### config.mk
export PLATFORM = sky130hd
export DESIGN_NAME = url_query_parameter_splitter_flat
export DESIGN_NICKNAME = d
export VERILOG_FILES = /design/src/rtl/urlqs_pkg.sv /design/src/rtl/urlqs_in_if.sv /design/src/rtl/urlqs_out_if.sv /design/src/rtl/urlqs_parse.sv /design/src/rtl/url_query_parameter_splitter.sv /design/src/flat_wrapper.sv
export SDC_FILE = /design/constraint.sdc
export NUM_CORES = 1
export LEC_CHECK = 0
export BUFFER_PORTS_ARGS = -buffer_cell sky130_fd_sc_hd__clkbuf_2
export CAP_MARGIN = 20
export CELL_PAD_IN_SITES_DETAIL_PLACEMENT = 0
export CELL_PAD_IN_SITES_GLOBAL_PLACEMENT = 1
export CORE_MARGIN = 4
export CORE_UTILIZATION = 37
export DETAILED_ROUTE_END_ITERATION = 10
export PLACE_DENSITY = 0.71
export SLEW_MARGIN = 20
export SYNTH_ARGS = -nofsm -noshare
export SYNTH_HDL_FRONTEND = slang
export SYNTH_SLANG_ARGS = --single-unit
### constraint.sdc
create_clock -name clk_i -period 4.48 [get_ports clk_i]
set_input_delay 0.448 -clock clk_i [delete_from_list [all_inputs] [get_ports clk_i]]
set_output_delay 0.448 -clock clk_i [all_outputs]
set_load 0.1 [all_outputs]
### src/rtl/urlqs_pkg.sv
`timescale 1ns / 1ps
`default_nettype none

package urlqs_pkg;

  // Default saturation limit for byte offsets.
  localparam int unsigned MAX_LEN = 65536;

  // Width of the offset fields on the result channel.
  localparam int unsigned OFF_W = 17;

  // Delimiter characters.
  localparam logic [7:0] CH_QUERY = 8'h3F;  // '?'
  localparam logic [7:0] CH_HASH  = 8'h23;  // '#'
  localparam logic [7:0] CH_EQUAL = 8'h3D;  // '='
  localparam logic [7:0] CH_AMP   = 8'h26;  // '&'

  // One input byte as it is handed from the input register to the parser.
  typedef struct packed {
    logic [7:0] char_byte;
    logic       end_of_url;
  } step_t;

endpackage

`default_nettype wire

### src/rtl/urlqs_in_if.sv
`timescale 1ns / 1ps
`default_nettype none

interface urlqs_in_if;
  logic       valid;
  logic       ready;
  logic [7:0] char_byte;
  logic       end_of_url;

  modport source (output valid, output char_byte, output end_of_url, input ready);
  modport sink (input valid, input char_byte, input end_of_url, output ready);
endinterface

`default_nettype wire

### src/rtl/urlqs_out_if.sv
`timescale 1ns / 1ps
`default_nettype none

interface urlqs_out_if;
  logic                           valid;
  logic                           ready;
  logic                           token_valid;
  logic [urlqs_pkg::OFF_W-1:0]    param_start;
  logic [urlqs_pkg::OFF_W-1:0]    param_end;
  logic                           string_end;

  modport source (output valid, output token_valid, output param_start,
                  output param_end, output string_end, input ready);
  modport sink (input valid, input token_valid, input param_start,
                input param_end, input string_end, output ready);
endinterface

`default_nettype wire

### src/rtl/urlqs_parse.sv
`timescale 1ns / 1ps
`default_nettype none

module urlqs_parse #(
  parameter int unsigned MaxLen = urlqs_pkg::MAX_LEN,
  parameter int unsigned PosW   = $clog2(MaxLen + 1)
) (
  input  wire logic             clk_i,
  input  wire logic             rst_ni,
  input  wire logic             step_i,
  input  wire urlqs_pkg::step_t item_i,
  output logic                  emit_o,
  output logic [PosW-1:0]       start_o,
  output logic [PosW-1:0]       end_o
);

  typedef enum logic [1:0] {
    PH_SEEK  = 2'd0,
    PH_NAME  = 2'd1,
    PH_VALUE = 2'd2
  } phase_e;

  phase_e            phase_q, phase_d;
  logic [PosW-1:0]   pos_q, pos_d;
  logic [PosW-1:0]   origin_q, origin_d;
  logic [PosW-1:0]   after;
  logic              last;
  logic              is_query, is_close, is_equal;

  assign last     = item_i.end_of_url;
  assign is_query = (item_i.char_byte == urlqs_pkg::CH_QUERY);
  assign is_equal = (item_i.char_byte == urlqs_pkg::CH_EQUAL);
  assign is_close = (item_i.char_byte == urlqs_pkg::CH_AMP) ||
                    (item_i.char_byte == urlqs_pkg::CH_HASH);

  // Offsets stop counting once they reach the limit.
  assign after = (pos_q == PosW'(MaxLen)) ? pos_q : pos_q + PosW'(1);

  always_comb begin
    phase_d  = phase_q;
    origin_d = origin_q;
    emit_o   = 1'b0;
    start_o  = '0;
    end_o    = '0;

    unique case (phase_q)
      PH_NAME: begin
        if (is_query) begin
          origin_d = after;
        end else if (is_close) begin
          emit_o   = 1'b1;
          start_o  = origin_q;
          end_o    = pos_q;
          origin_d = after;
        end else if (is_equal) begin
          if (last) begin
            emit_o  = 1'b1;
            start_o = origin_q;
            end_o   = after;
          end else begin
            phase_d = PH_VALUE;
          end
        end
      end
      PH_VALUE: begin
        if (is_close) begin
          emit_o   = 1'b1;
          start_o  = origin_q;
          end_o    = pos_q;
          origin_d = after;
          phase_d  = PH_NAME;
        end else if (last) begin
          emit_o  = 1'b1;
          start_o = origin_q;
          end_o   = after;
        end
      end
      default: begin
        // Seeking the start of the query; the unused code behaves the same.
        if ((is_query || (item_i.char_byte == urlqs_pkg::CH_HASH)) && !last) begin
          phase_d  = PH_NAME;
          origin_d = after;
        end
      end
    endcase

    pos_d = after;
    if (last) begin
      phase_d  = PH_SEEK;
      pos_d    = '0;
      origin_d = '0;
    end
  end

  always_ff @(posedge clk_i or negedge rst_ni) begin
    if (!rst_ni) begin
      phase_q  <= PH_SEEK;
      pos_q    <= '0;
      origin_q <= '0;
    end else if (step_i) begin
      phase_q  <= phase_d;
      pos_q    <= pos_d;
      origin_q <= origin_d;
    end
  end

endmodule

`default_nettype wire

### src/rtl/url_query_parameter_splitter.sv
`timescale 1ns / 1ps
`default_nettype none

// URL query parameter splitter. Bytes of a URL enter on req_i, one per
// transaction, with end_of_url set on the last byte of each string. For each
// query parameter closed by '&', '#' or, once its '=' is reached, the end of
// the string, the block returns a transaction on rsp_o carrying the start
// offset and the exclusive end offset of the token, given on the byte that
// closes it; the last byte of a string always returns a transaction with
// string_end set, and token_valid tells whether it also carries a token.
// Bytes that close nothing return no transaction. The block takes one byte
// per clock cycle unless the result side stalls: a byte is captured in an
// input register, parsed against the phase and offset registers, and its
// result is written to the output register. The parser update, which must
// see the state left by the previous byte, sets that rate. While the output
// register holds an unclaimed result, one more byte can still be taken into
// the input register; after that a byte enters only in a cycle in which the
// held result is taken. Offsets saturate at MaxLen; their low 17 bits are sent.
module url_query_parameter_splitter #(
  parameter int unsigned MaxLen = urlqs_pkg::MAX_LEN
) (
  input  wire logic  clk_i,
  input  wire logic  rst_ni,
  urlqs_in_if.sink   req_i,
  urlqs_out_if.source rsp_o
);

  localparam int unsigned PosW = $clog2(MaxLen + 1);
  localparam int unsigned ExtW = PosW + urlqs_pkg::OFF_W;

  // Input register.
  logic              in_vld_q;
  urlqs_pkg::step_t  in_q;

  // Output register.
  logic                          out_vld_q;
  logic                          tok_q;
  logic                          send_q;
  logic [urlqs_pkg::OFF_W-1:0]   start_q;
  logic [urlqs_pkg::OFF_W-1:0]   end_q;

  logic              adv;
  logic              step;
  logic              emit;
  logic [PosW-1:0]   start_pos, end_pos;
  logic [ExtW-1:0]   start_ext, end_ext;

  // The output register can load whenever it is empty or its result is
  // being taken in this cycle. The parser advances only then.
  assign adv  = !out_vld_q || rsp_o.ready;
  assign step = in_vld_q && adv;

  // A new byte can enter whenever the held byte moves on, or none is held.
  assign req_i.ready = !in_vld_q || adv;

  always_ff @(posedge clk_i or negedge rst_ni) begin
    if (!rst_ni) begin
      in_vld_q <= 1'b0;
    end else if (req_i.ready) begin
      in_vld_q <= req_i.valid;
    end
  end

  always_ff @(posedge clk_i) begin
    if (req_i.ready && req_i.valid) begin
      in_q.char_byte  <= req_i.char_byte;
      in_q.end_of_url <= req_i.end_of_url;
    end
  end

  urlqs_parse #(
    .MaxLen (MaxLen),
    .PosW   (PosW)
  ) u_parse (
    .clk_i   (clk_i),
    .rst_ni  (rst_ni),
    .step_i  (step),
    .item_i  (in_q),
    .emit_o  (emit),
    .start_o (start_pos),
    .end_o   (end_pos)
  );

  // Offsets are reported as their low bits, whatever the internal width.
  assign start_ext = ExtW'(start_pos);
  assign end_ext   = ExtW'(end_pos);

  always_ff @(posedge clk_i or negedge rst_ni) begin
    if (!rst_ni) begin
      out_vld_q <= 1'b0;
    end else if (adv) begin
      out_vld_q <= in_vld_q && (emit || in_q.end_of_url);
    end
  end

  always_ff @(posedge clk_i) begin
    if (step) begin
      tok_q   <= emit;
      send_q  <= in_q.end_of_url;
      start_q <= start_ext[urlqs_pkg::OFF_W-1:0];
      end_q   <= end_ext[urlqs_pkg::OFF_W-1:0];
    end
  end

  assign rsp_o.valid       = out_vld_q;
  assign rsp_o.token_valid = tok_q;
  assign rsp_o.param_start = start_q;
  assign rsp_o.param_end   = end_q;
  assign rsp_o.string_end  = send_q;

endmodule

`default_nettype wire

### src/flat_wrapper.sv
// flat-port wrapper written by rule: the top's interface ports become plain ports
module url_query_parameter_splitter_flat 
#(
  parameter int unsigned MaxLen = urlqs_pkg::MAX_LEN
)
  (clk_i, rst_ni, req_i_valid, req_i_char_byte, req_i_end_of_url, req_i_ready, rsp_o_valid, rsp_o_token_valid, rsp_o_param_start, rsp_o_param_end, rsp_o_string_end, rsp_o_ready);
  urlqs_in_if req_i_i ();
  urlqs_out_if rsp_o_i ();
  input  wire logic clk_i;
  input  wire logic rst_ni;
  input wire logic [$bits(req_i_i.valid)-1:0] req_i_valid;
  input wire logic [$bits(req_i_i.char_byte)-1:0] req_i_char_byte;
  input wire logic [$bits(req_i_i.end_of_url)-1:0] req_i_end_of_url;
  output wire logic [$bits(req_i_i.ready)-1:0] req_i_ready;
  output wire logic [$bits(rsp_o_i.valid)-1:0] rsp_o_valid;
  output wire logic [$bits(rsp_o_i.token_valid)-1:0] rsp_o_token_valid;
  output wire logic [$bits(rsp_o_i.param_start)-1:0] rsp_o_param_start;
  output wire logic [$bits(rsp_o_i.param_end)-1:0] rsp_o_param_end;
  output wire logic [$bits(rsp_o_i.string_end)-1:0] rsp_o_string_end;
  input wire logic [$bits(rsp_o_i.ready)-1:0] rsp_o_ready;
  assign req_i_i.valid = req_i_valid;
  assign req_i_i.char_byte = req_i_char_byte;
  assign req_i_i.end_of_url = req_i_end_of_url;
  assign req_i_ready = req_i_i.ready;
  assign rsp_o_valid = rsp_o_i.valid;
  assign rsp_o_token_valid = rsp_o_i.token_valid;
  assign rsp_o_param_start = rsp_o_i.param_start;
  assign rsp_o_param_end = rsp_o_i.param_end;
  assign rsp_o_string_end = rsp_o_i.string_end;
  assign rsp_o_i.ready = rsp_o_ready;
  url_query_parameter_splitter #(.MaxLen(MaxLen)) u_core (.clk_i(clk_i), .rst_ni(rst_ni), .req_i(req_i_i), .rsp_o(rsp_o_i));
endmodule
; After elaboration in Yosys (flattened, before gate mapping)
; Cells that the tools add are included.
[word_totals]
out_inout_bits = 38
word_cells = 70
register_bits = 83
[classes]
add_sub_neg = 1
n_eq_ne = 11
reduce_logical = 15
muxes = 32
[ops]
columns = operator, count
row1 = 17-bit 2-to-1 mux, 16
row2 = 17-bit case mux with 2 select lines, 3
row3 = 8-bit by 6-bit equality test with 1-bit output (second input constant), 4
row4 = 17-bit by 1-bit adder with 17-bit output (second input constant), 1
row5 = 17-bit equality test (second input constant), 1
row6 = 2-bit 2-to-1 mux, 6
row7 = 3-bit by 2-bit != test with 1-bit output (second input constant), 4
row8 = 6-bit AND reduction, 1
row9 = 1-bit logical OR, 5
row10 = 1-bit 2-to-1 mux, 5
row11 = 1-bit logical AND, 4
row12 = 2-bit case mux with 2 select lines, 1
row13 = 4-bit nonzero test, 1
row14 = 1-bit zero test, 3
row15 = 2-bit by 1-bit equality test with 1-bit output (second input constant), 1
row16 = 2-bit equality test (second input constant), 1
row17 = 1-bit case mux with 2 select lines, 1
row18 = 2-bit AND reduction, 1

; Depth between registers and ports, before layout
; Gate-level depths: netlist of the first run.
[logic_depth]
ltp_word = 7
depth_mapped = 10

; Cells and area by module
; Synthesis of the first run repeated with hierarchy kept, for this count alone.
[hier_totals]
cells_unflattened = 373
hier_area_um2 = 4142.7
[modules_own_cells]
columns = mod, area_each_um2, instances, cells_per_inst
row1 = urlqs_parse, 2685.1, 1, 319
row2 = url_query_parameter_splitter, 1457.6, 1, 54

; Least setup slack after synthesis of the first run
; Ideal clock, no wire load.
[synth_path]
path_kind = register to register
start = reg u_core.out_vld_q (netlist: u_core.rsp_o.valid)
end = reg u_core.in_q[0] in the netlist's numbering (enable)
setup_slack_ns = 1.934
t_required_ns = 4.195
path_stages_with_launch = 4
t_arrival_ns = 2.261
cell_sequence = dfrtp_1 nor2b_1 nand2_1 and2_1
[synth_via]
elab_chain_len = 4
[synth_lines]
columns = element, line_no
row1 = "start, declared", url_query_parameter_splitter.sv:36  ; logic out_vld_q;
row2 = "start signal, assigned", url_query_parameter_splitter.sv:92  ; out_vld_q <= in_vld_q && (emit || in_q.end_of_url);
row3 = 1-bit zero test, url_query_parameter_splitter.sv:50  ; assign adv = !out_vld_q || rsp_o.ready;
row4 = 1-bit logical OR, url_query_parameter_splitter.sv:50
row5 = 1-bit logical OR, url_query_parameter_splitter.sv:54  ; assign req_i.ready = !in_vld_q || adv;
row6 = net req_i_ready, flat_wrapper.sv:14  ; output wire logic [$bits(req_i_i.ready)-1:0] req_i_ready;
row7 = 1-bit logical AND, url_query_parameter_splitter.sv:65  ; if (req_i.ready && req_i.valid) begin
row8 = "end, declared", url_query_parameter_splitter.sv:33  ; urlqs_pkg::step_t in_q;
; The timed path passes the listed nets, and every way through them passes these cells.
; A chain may end at the register's enable or synchronous reset.

; Worst setup path in the final report of the first run
[layout_path]
start = reg u_core.in_q[5] in the netlist's numbering
end = reg u_core.end_q, in the netlist u_core.rsp_o.param_end[12] (data pin)
[layout_via]
elab_chain_len = 5
elab_cells_between_ends = 10
[layout_lines]
columns = element, line_no
row1 = 8-bit by 6-bit equality test with 1-bit output (on tied branches), "urlqs_parse.sv:32, urlqs_parse.sv:33, urlqs_parse.sv:34"
row2 = 17-bit 2-to-1 mux / 1-bit logical OR (equally long branches), "urlqs_parse.sv:55, urlqs_parse.sv:33"
row3 = 17-bit 2-to-1 mux, urlqs_parse.sv:50  ; end else if (is_close) begin
row4 = 17-bit 2-to-1 mux, urlqs_parse.sv:48  ; if (is_query) begin
row5 = 17-bit case mux with 2 select lines *, urlqs_parse.sv:46  ; unique case (phase_q)
row6 = net u_core.end_pos[12], url_query_parameter_splitter.sv:45  ; logic [PosW-1:0] start_pos, end_pos;
row7 = "end signal, assigned", url_query_parameter_splitter.sv:101  ; end_q <= end_ext[urlqs_pkg::OFF_W-1:0];
row8 = "end, declared", url_query_parameter_splitter.sv:40  ; logic [urlqs_pkg::OFF_W-1:0] end_q;
; The timed path passes the listed nets; every way through them passes the cells marked *.

==> impl_metrics.tcl, run 1 <==
set metrics [dict create \
    grtUsageMet1 0.215 \
    place_congestion 0.822 \
    finalCritPeriodShare 0.619 \
    place_ws_ns 1.76 \
    synth_edf_count 45 \
    r2r_cells 5 \
    synth-main-ff-cell "edfxtp_1" \
    hold_viol_final 0 \
    core_area_mm2 0.0108 \
    rsz0062_at_grt "no" \
    synth_area_mm2 0.00407 \
    worstSetupPathType "reg -> reg" \
    syn2layout_area_growth_pct 12.7 \
    synth_area_per_cell_um2 11.1 \
    setup_viol 0 \
    wl_per_cell_um 16.5 \
    pwr-share-seq 0.483 \
    setup_slack_ns 1.71 \
    design_area_mm2 0.00459 \
    period_needed_ns 2.77 \
    syn_nets 384 \
    nNetsFinal 422 \
    crit_path_max_fanout 14 \
    antenna-diode-count 0 \
    endpoint "u_core.rsp_o.param_end[12]$_DFFE_PP_" \
    p_leak_uw 0.00180 \
    placed_cell_area_mm2 0.00439 \
    hp-class "in -> async" \
    use_met3 0.0294 \
    r2r-end "u_core.rsp_o.param_end[12]$_DFFE_PP_" \
    worst_path_max_delay_cell "or4_1" \
    met2_usage 0.214 \
    post_cts_buffers 0 \
    cp.depth 5 \
    tritoncts "done" \
    hold_buffers 0 \
    critPathMaxStageDelay_ns 0.66 \
    grt_usage 0.147 \
    overflow 0 \
    r2r-start "u_core.in_q[5]$_DFFE_PP_" \
    drt-initial-drc-count 255 \
    finalSetupTns_ns 0 \
    crit_family "simple AND/OR/NAND/NOR gates" \
    port_buffers 50 \
    crit_chain "and4bb_1 > and3_1 > o221ai_1 > or4_1 > o31ai_1" \
    drv_slew 0 \
    p_sw_frac 0.346 \
    ys_types 56 \
    worstSetupStartpointType "flop" \
    hpwlAfterDp_um 6170 \
    cts_made_buffers 9 \
    drv_cap 0 \
    async_flop_share 0.458 \
    endpoint_kind "flop" \
    io_pins 51 \
    grt_max_degree 44 \
    start_util 0.377 \
    ant_nets 0 \
    clockRootBuffer "clkbuf_8" \
    dr.pass1.iters 6 \
    clk_path_buf_depth 2 \
    core.rowCount 38 \
    die_h_um 113 \
    die_w_um 113 \
    htree_levels 3 \
    wirelength_um 9090 \
    drive_above_1_share 0.202 \
    max-slew-margin-rel 0.288 \
    holdWs_ns 0.219 \
    syn_inst 367 \
    clk_latency_ns 0.35 \
    dieArea_mm2 0.0128 \
    antenna_found_initial 0 \
    vias_per_cell 5.43 \
    via_count 2988 \
    regToRegSetupSlack_ns 1.71 \
    switching_power_uw 634 \
    arrival_ns 2.94 \
    crit_required_ns 4.65 \
    seqCellArea_mm2 0.00230 \
    grt_pass1_vias 2907 \
    route.detailed.drc 0 \
    power_uw 1830 \
    path_clk_slew_ns 0.09 \
    yosys-top-cells-area "edfxtp_1, dfrtp_1, o21ai_0" \
    skew_ns 0.0140 \
    pwr-share-clk 0.300 \
    seq_area_frac_synth 0.565 \
    crit_buf_inv 0 \
    power_density_mw_per_mm2 399 \
    crit_path_start "u_core.in_q[5]$_DFFE_PP_" \
    irDropWorstVdd_mv 0.165 \
    p_int_uw 1200 \
    yosysTopAreaCellShare 0.332 \
    power_frac_comb 0.217 \
    cts_sinks 83 \
    cts_resized 0 \
    busiest_layer "met1" \
    fill_cells 1043 \
    grt_pass1_wl_um 15200 \
    multi_input_area_mm2 0.00159 \
    ys_seq_elements 83 \
    synth_warnings 0 \
    status "finished clean" \
    synth_top_area_cell "edfxtp_1" \
    worstMarginPinSlew_ns 1.07 \
    fmax_mhz 361 \
]
## layer usage
| layer | wire length, µm | part of all wire |
|---|---|---|
| met1 | 4220 | 0.46 |
| met2 | 4080 | 0.45 |
| met3 | 554 | 0.061 |
| met4 | 234 | 0.026 |
| met5 | 0 | 0 |
## cells in the mapped netlist (3+ instances only)
library cell  number
inv_1             11
edfxtp_1          45
nand3_1           10
clkbuf_1          10
a31oi_1            4
nor3_1             6
inv_2              3
o31ai_1            7
buf_2             11
nor4_1             4
nand4_1            4
a22o_1             5
buf_4              4
dfrtp_1           38
xor2_1            10
and2_1            22
nand2_1           24
or3_1              4
nor2_1            27
xnor2_1            8
o2bb2ai_1         15
a32o_1             4
o21ai_0           28
and3_1             5
ha_1               4
a22oi_1            4
a21oi_1           15
## cells in the final DEF (no fill, tap or decap), drive strengths merged, types with 7 or more instances in the layout
cell / Yosys / final
edfxtp: 45 / 45
and3: 7 / 7
inv: 15 / 17
o31ai: 8 / 8
dfrtp: 38 / 38
o2bb2ai: 15 / 15
xor2: 10 / 10
clkbuf: 10 / 58
nand2: 25 / 25
xnor2: 8 / 8
and2: 22 / 22
nand3: 11 / 11
o21ai: 30 / 30
nor2: 27 / 27
a21oi: 15 / 15
## final cells by class
type | instances | area share
sequential | 83 | 0.501
multi-input combinational | 244 | 0.346
timing repair buffer | 52 | 0.0578
tap | 140 | 0.0382
clock buffer | 9 | 0.0270
clock inverter | 7 | 0.0164
inverter | 15 | 0.0128
## state kept, by name, summed over array words and instances, names as in the netlist
register,flops
u_core.in_q,9
u_core.in_vld_q,1
u_core.rsp_o.param_end,17
u_core.rsp_o.param_start,17
u_core.rsp_o.string_end,1
u_core.rsp_o.token_valid,1
u_core.rsp_o.valid,1
u_core.u_parse.origin_q,17
u_core.u_parse.phase_q,2
u_core.u_parse.pos_q,17
## worst reg2reg max path: stages, from the launching register on
cell,delay (ns)
edfxtp_1,0.42
and4bb_1,0.30
and3_1,0.53
o221ai_1,0.62
or4_1,0.66
o31ai_1,0.07
## stage by stage
stage,cells,util
6_report,550,0.425
5_1_grt,550,0.425
4_1_cts,550,0.425
3_5_place_dp,534,0.407
3_3_place_gp,534,0.407
2_1_floorplan,367,-
## power groups by stage
| stage | logic [µW] | registers, µW | clock network (µW) |
|---|---|---|---|
| CTS | 401 | 885 | 560 |
| floorplan | 156 | 1060 | 0 |
| detailed placement | 400 | 901 | 0 |
| global placement | 396 | 899 | 0 |
| finish | 397 | 884 | 549 |
| global route | 425 | 892 | 591 |
## logic make-up (layout without fill, tap and decap cells)
kind of cell,count (synthesis),after routing,synth area share
compound gates,97,97,0.166
xor+xnor,18,18,0.0387
fa+ha+maj,4,4,0.0123
buf+inv,40,83,0.0445
flops,83,83,0.565
simple gates,125,125,0.174
## worst min-delay path by stage
stage	start	to	slack (ns)
4_1_cts	req_i_char_byte[6]	u_core.in_q[7]$_DFFE_PP_	0.26
3_3_place_gp	u_core.u_parse.origin_q[5]$_DFFE_PN0P_	u_core.u_parse.origin_q[5]$_DFFE_PN0P_	0.46
5_1_grt	req_i_char_byte[0]	u_core.in_q[1]$_DFFE_PP_	0.26
2_1_floorplan	rst_ni	u_core.in_vld_q$_DFFE_PN0N_	0.15
3_5_place_dp	u_core.u_parse.origin_q[12]$_DFFE_PN0P_	u_core.u_parse.origin_q[12]$_DFFE_PN0P_	0.47
6_report	rst_ni	u_core.u_parse.pos_q[0]$_DFFE_PN0P_	0.22
No activity file was read; power rests on OpenSTA's default activity.
==> run 2, diff against run 1 <==
--- a/config.mk
+++ b/config.mk
@@ -12,7 +12,7 @@
 export CORE_MARGIN = 4
 export CORE_UTILIZATION = 37
 export DETAILED_ROUTE_END_ITERATION = 10
-export PLACE_DENSITY = 0.71
+export PLACE_DENSITY = 0.74
 export SLEW_MARGIN = 20
 export SYNTH_ARGS = -nofsm -noshare
 export SYNTH_HDL_FRONTEND = slang
==> constraint.sdc (replaced) <==
create_clock -name clk_i -period 2.3 [get_ports clk_i]
set_input_delay 0.23 -clock clk_i [delete_from_list [all_inputs] [get_ports clk_i]]
set_output_delay 0.23 -clock clk_i [all_outputs]
set_load 0.1 [all_outputs]
==> run 2 against run 1 <==
  * Clock power up 86%
  * Non-clock buffer count up 25
  * Power up 95%
  * Worst hold slack worse by 0.18 ns
  * Largest cell class unchanged
==> impl_metrics.tcl, run 2 (synthesized netlist as in run 1, its figures left out) <==
set metrics [dict create \
    status "finished clean" \
    core_area_mm2 0.0108 \
    dieArea_mm2 0.0128 \
    grt_usage 0.162 \
    wl_met2_um 4620 \
    worstSetupStartpointType "flop" \
    pwr-share-seq 0.483 \
    start_util 0.377 \
    p_sw_frac 0.337 \
    wl_met3_um 711 \
    clk_path_buf_depth 2 \
    crit_required_ns 2.48 \
    max-slew-margin-rel 0.633 \
    grt_pass1_vias 3149 \
    drv_slew 0 \
    grt_max_degree 44 \
    power_frac_comb 0.233 \
    hold_viol_final 0 \
    grt_pass1_wl_um 16300 \
    place_ws_ns 0.218 \
    drt-initial-drc-count 184 \
    io_pins 51 \
    die_w_um 113 \
    worst_path_max_delay_cell "or4_1" \
    critPathMaxStageDelay_ns 0.49 \
    hp-class "in -> reg" \
    arrival_ns 2.26 \
    post_cts_buffers 0 \
    switching_power_uw 1200 \
    antenna-diode-count 0 \
    dr.pass1.iters 5 \
    rsz0062_at_grt "no" \
    finalSetupTns_ns 0 \
    syn2layout_area_growth_pct 17.8 \
    period_needed_ns 2.07 \
    crit_path_max_fanout 8 \
    cts_sinks 83 \
    wirelength_um 9870 \
    p_leak_uw 0.00193 \
    setup_viol 0 \
    setup_slack_ns 0.228 \
    die_h_um 113 \
    cts_made_buffers 9 \
    drive_above_1_share 0.241 \
    top_layer_used "met4" \
    ant_nets 0 \
    power_density_mw_per_mm2 744 \
    drv_cap 0 \
    place_congestion 0.867 \
    p_int_uw 2370 \
    skew_ns 0.0130 \
    clk_latency_ns 0.36 \
    tritoncts "done" \
    core.rowCount 38 \
    crit_chain "ha_2 > nand3_4 > nor4_4 > nand4_4 > or4_1 > o31ai_1" \
    worstSetupPathType "reg -> reg" \
    hpwlAfterDp_um 6950 \
    path_clk_slew_ns 0.09 \
    crit_family "simple AND/OR/NAND/NOR gates" \
    wl_met1_um 4270 \
    route.detailed.drc 0 \
    antenna_found_initial 0 \
    clockRootBuffer "clkbuf_8" \
    htree_levels 3 \
    mostFrequentLayoutCells "clkbuf_2, edfxtp_1, dfrtp_1, o21ai_0, nor2_1" \
    vias_per_cell 5.48 \
    crit_buf_inv 0 \
    overflow 0 \
    endpoint_kind "flop" \
    fmax_mhz 483 \
    irDropWorstVdd_mv 0.269 \
    via_count 3153 \
    nNetsFinal 447 \
    worstMarginPinSlew_ns 0.553 \
    finalCritPeriodShare 0.901 \
    layout.cells.most_common "clkbuf_2" \
    pwr-share-clk 0.285 \
    post-place-cells 558 \
    final_cells 575 \
    port_buffers 50 \
    wl_per_cell_um 17.2 \
]
-- run 2: cell count changes in the layout (fill, tap and decap cells not counted), moves of 2 or more --
cell	previous run	this run
clkbuf_1	0	3
buf_4	2	24
inv_6	2	0
clkinv_4	0	2
buf_12	0	2
clkinvlp_4	3	0
-- run 2: per-layer routing --
layer,track usage,vias up
met4,0.0665,0
met5,0,-
li1,-,1479
met2,0.257,130
met1,0.211,1519
met3,0.0433,25
-- run 2: power by group through the flow --
| stage | Combinational (µW) | Sequential [µW] | Clock (µW) |
|---|---|---|---|
| floorplan | 304 | 2060 | 0 |
| global placement | 816 | 1750 | 0 |
| detailed placement | 829 | 1760 | 0 |
| CTS | 834 | 1720 | 1050 |
| global route | 880 | 1740 | 1120 |
| finish | 830 | 1720 | 1020 |
-- run 2: path summary, 6_finish.rpt --
kind                                                              from                                     end  slack (ns)  depth (start not counted)
worst min register to register  u_core.u_parse.origin_q[9]$_DFFE_PN0P_  u_core.u_parse.origin_q[9]$_DFFE_PN0P_        0.48                          1
worst max-delay path               u_core.u_parse.pos_q[1]$_DFFE_PN0P_    u_core.rsp_o.param_end[12]$_DFFE_PP_        0.23                          6
worst max register to register     u_core.u_parse.pos_q[1]$_DFFE_PN0P_    u_core.rsp_o.param_end[12]$_DFFE_PP_        0.23                          6
worst min-delay path                                req_i_char_byte[4]                u_core.in_q[5]$_DFFE_PP_        0.04                          1
min in group asynchronous                                       rst_ni     u_core.u_parse.pos_q[8]$_DFFE_PN0P_        0.37                          2
max in group asynchronous                                       rst_ni  u_core.u_parse.origin_q[6]$_DFFE_PN0P_        1.21                          3
-- run 2: per-stage QoR --
| stage | total power [µW] | area [µm²] | hold WS (ns) | utilization |
|---|---|---|---|---|
| after global routing | 3740 | 4800 | 0.0119 | 0.444 |
| final | 3570 | 4800 | 0.0379 | 0.444 |
| after floorplan | 2360 | 4080 | -0.0656 | - |
| after detailed placement | 2590 | 4600 | 0.211 | 0.426 |
| after global placement | 2570 | 4600 | 0.203 | 0.426 |
| after CTS | 3610 | 4790 | 0.0209 | 0.444 |
-- run 2: worst reg2reg max path, cell delays in order (launching register included) --
cell	delay [ns]
dfrtp_1	0.44
ha_2	0.28
nand3_4	0.14
nor4_4	0.32
nand4_4	0.16
or4_1	0.49
o31ai_1	0.08
-- run 2: cell type report --
type / count / area (µm²)
multi-input cells: 244 / 1590
fillers: 1003 / 6000
repair buffers: 77 / 480
well taps: 140 / 175
inverters: 15 / 58.8
flip-flops and latches: 83 / 2300
clock inverters: 4 / 51.3
clock buffers: 12 / 135
-- run 2: timing repair --
action,CTS,global route
hold endpoints to repair,15,0
resized for setup,0,1
hold buffers,1,0
endpoints found under the setup margin,0,1
